[config.mk]
export PLATFORM = sky130hd
export DESIGN_NAME = mgwb_ram
export DESIGN_NICKNAME = d
export VERILOG_FILES = /design/src/hdl/mac_grid_wall_boundary_defines.svh /design/src/hdl/mgwb_ram.sv
export SDC_FILE = /design/constraint.sdc
export NUM_CORES = 2
export LEC_CHECK = 0
export ABC_CLOCK_PERIOD_IN_PS = 2700
export BUFFER_PORTS_ARGS = -buffer_cell sky130_fd_sc_hd__buf_2
export CORE_UTILIZATION = 55
export CTS_BUF_LIST = sky130_fd_sc_hd__clkbuf_8 sky130_fd_sc_hd__clkbuf_16
export DETAILED_ROUTE_END_ITERATION = 6
export PLACE_DENSITY = 0.75
export SLEW_MARGIN = 20
export SYNTH_ARGS = -nofsm -noshare
export SYNTH_HDL_FRONTEND = slang
export SYNTH_SLANG_ARGS = --single-unit
export TNS_END_PERCENT = 50
[constraint.sdc]
create_clock -name clk -period 2.7 [get_ports clk]
set_input_delay 0 -clock clk [delete_from_list [all_inputs] [get_ports clk]]
set_output_delay 0 -clock clk [all_outputs]
set_load 0.01 [all_outputs]
[src/hdl/mac_grid_wall_boundary_defines.svh]
// Assertion macros used by the block's top module.
// Each macro expects clk and rst_n in scope.
`ifndef MAC_GRID_WALL_BOUNDARY_DEFINES_SVH
`define MAC_GRID_WALL_BOUNDARY_DEFINES_SVH

// Condition holds in the same cycle as the trigger
`define MGWB_ASSERT_NOW(lbl, trig, cond, msg) \
  lbl: assert property (@(posedge clk) disable iff (!rst_n) (trig) |-> (cond)) \
    else $error(msg);

// Condition holds in the cycle after the trigger
`define MGWB_ASSERT_NEXT(lbl, trig, cond, msg) \
  lbl: assert property (@(posedge clk) disable iff (!rst_n) (trig) |=> (cond)) \
    else $error(msg);

`endif

[src/hdl/mgwb_ram.sv]
module mgwb_ram #(
  parameter int unsigned WIDTH = 8,
  parameter int unsigned DEPTH = 256,
  localparam int unsigned AW = $clog2(DEPTH)
) (
  input  logic             clk,
  input  logic             we,
  input  logic [AW-1:0]    addr,
  input  logic [WIDTH-1:0] wdata,
  output logic [WIDTH-1:0] rdata
);

  logic [WIDTH-1:0] mem_r [DEPTH];
  logic [WIDTH-1:0] rdata_r;

  // Single port, registered read
  always_ff @(posedge clk) begin
    if (we) begin
      mem_r[addr] <= wdata;
    end
    rdata_r <= mem_r[addr];
  end

  assign rdata = rdata_r;

endmodule

==> impl_metrics.yaml <==
drt:
  vias: 40100
  avgViaCountPerCell: 6.58
  postRouteWirelength_microns: 190000
  drt_iter0_drc: 5846
  route.detailed.wl_per_inst_microns: 31.2
  drcViolationCount: 0
  ant_nets: 0
  firstDrtPassIters: 5
grt:
  first_global_vias: 40300
  gr-usage-met2_pct: 41.6
  globalRouteOverflowTotal: 0
  antenna_found_initial: 4
  grt_max_degree: 117
  grtUsageTotal_pct: 26.7
  use_met1_pct: 38.7
  busiest_layer: "met2"
  grt_pass1_wl_microns: 278000
  gr-usage-met3_pct: 5.47
logic_synthesis:
  synth.cell_area_sq_um: 78500
  ys_seq_elements: 2056
  yosysSeqAreaShare_pct: 78.6
  synth_cell_types: 22
  avgSynthCellArea_sq_um: 22.1
  syn_nets: 3565
  netlist_instances: 3547
  yosys_warnings: 0
finish:
  antenna_cells: 0
  final_cell_mix: "2048 x edfxtp_1, 512 x mux4_2, 432 x buf_4, 256 x a22oi_1, 231 x nor2_1"
  design_area_sq_um: 91100
  drive_gt1_share_pct: 31.3
  final_common_cell: "edfxtp_1"
  final_core_util_pct: 64.3
  syn_to_final_growth_pct: 16.0
  nFillCells: 8962
  nNetsFinal: 4064
  final_cell_count_no_fill: 6098
placed_design:
  hpwl_microns: 115000
  dp_cells: 5730
  place_congestion: 0.854
  place_area_sq_um: 84600
  pre_cts_ws_ns: -0.479
  portBuffers: 25
timing:
  tns_ns: 0
  worst_slack_ns: 0.110
  fin_crit_sh_pct: 95.9
  max_slew_margin_pct: 30.5
  rsz0062_at_grt: "no"
  finClkSkew_ns: 0.0444
  hold_slack_ns: 0.0669
  finalHoldViolCount: 0
  worstMarginPinSlew_ns: 1.04
  clock.fmax_mhz: 386
  fin_crit_ns: 2.59
  slew_viol_final: 0
  setup_viol: 0
power_and_ir_drop:
  power_density_nw_per_um2: 716
  comb_power_share_pct: 4.9
  p_total_mw: 65.2
  max-vdd-ir-drop_mv: 0.565
  pwr-share-seq_pct: 54.0
  switching_power_mw: 13.6
  p_leak_nw: 29.0
  switching_share_pct: 20.9
  internal_power_mw: 51.6
  pwr-share-clk_pct: 41.1
cts:
  cts_setup_buffers: 0
  htreeDepth: 4
  root_buffer: "clkbuf_16"
  cts_tree: "built"
  cts_made_buffers: 193
  path_clk_slew_ns: 0.06
  clockBufferDepth: 3
  cts_sinks: 2056
  clock_latency_ns: 0.84
job:
  maxCapViolations: 0
worst_setup_path:
  critical_path_required_ns: 3.37
  crit_type: "flop to flop"
  r2r_slack_ns: 0.11
  cp-end-kind: "flop"
  startpoint: "mem_r[203][1]"
  r2r-start: "mem_r[203][1]"
  r2r-end: "rdata[1]"
  crit_path_max_fanout: 1
  arrival_ns: 3.26
  r2r_cells: 6
  start_kind: "flop"
hold_path:
  hold_depth: 5
  min_path_type: "primary input to flop"
  hold_start: "we"
  hold_path_end: "mem_r[200][7]"
die:
  io_pins: 26
  core_sq_um: 142000
  rows: 138
  fp.dieH_microns: 380
  dieWidth_microns: 380
  initial_core_util_pct: 55.4
  dieArea_sq_um: 144000
outcome:
  outcome: "completed"
flip-flops by register name (all words and copies together) (netlist names):
name / cells
rdata: 8
mem_r: 2048
cells in the mapped netlist:
library cell	number	area share, %
edfxtp_1	2048	78
mux4_2	512	15
a22oi_1	256	2.4
nor2_1	232	1.1
clkbuf_1	145	0.69
a21oi_1	128	0.82
buf_2	36	0.23
o41ai_1	32	0.36
nor3_1	30	0.19
nand2_1	28	0.13
buf_1	19	0.091
buf_4	16	0.15
buf_6	16	0.23
nand3_1	13	0.083
dfxtp_1	8	0.20
nand4_1	8	0.064
nor2b_1	7	0.056
nand2b_1	6	0.048
and2_1	3	0.024
or2_2	2	0.016
inv_1	1	0.0048
or3_1	1	0.0080
power by group through the flow:
| stage | logic, mW | registers (mW) | clock network, mW |
|---|---|---|---|
| 6_report | 3.18 | 35.2 | 26.8 |
| 5_1_grt | 3.33 | 35.2 | 28.2 |
| 4_1_cts | 3.18 | 35.2 | 27.0 |
| 3_5_place_dp | 3.14 | 35.9 | 0 |
| 3_3_place_gp | 3.08 | 35.9 | 0 |
| 2_1_floorplan | 1.56 | 35.9 | 0 |
final cells by class:
type                       instances  area [sq um]  share of cell area (%)
sequential                      2056         61700                    67.7
multi-input combinational       1258         15800                    17.4
clock buffer                     202          5000                    5.49
timing repair buffer             536          4930                    5.41
tap                             1890          2360                    2.60
clock inverter                   155          1270                    1.40
inverter                           1          3.75                 0.00412
metal layers:
metal | vias up | share of wire [%]
met5 | - | 0.035
met4 | 8 | 2.7
met3 | 356 | 11
met2 | 2598 | 48
met1 | 21100 | 38
li1 | 16100 | -
cell families after synthesis:
group                  Yosys count  synth area share [%]
AOI/OAI and AO/OA              416                  3.62
buffers and inverters          233                  1.40
muxes                          512                  14.7
and+or+nand+nor                330                  1.73
DFF                           2056                  78.6
worst max-delay path by stage:
stage / slack [ns] / cells past startpoint / endpoint
after floorplan: 0.48 / 9 / mem_r[111][0]
after global placement: -0.93 / 7 / rdata[3]
after detailed placement: -0.48 / 9 / rdata[5]
after CTS: 0.03 / 6 / rdata[4]
after global routing: 0.04 / 6 / rdata[2]
final: 0.11 / 6 / rdata[1]
critical path, cell delays in order (launching register included):
cell	delay, ns
edfxtp_1	0.36
mux4_2	0.47
a22oi_1	0.36
a21oi_1	0.28
o41ai_1	0.66
buf_4	0.25
nand4_1	0.08
timing repair:
item | 4_1_cts | 5_1_grt
hold endpoints to repair | 749 | 0
gates resized for setup | 2 | 2
hold buffers | 11 | 0
pin swaps | 0 | 0
endpoints found under the setup margin | 2 | 2
No activity file was read; power rests on OpenSTA's default activity.
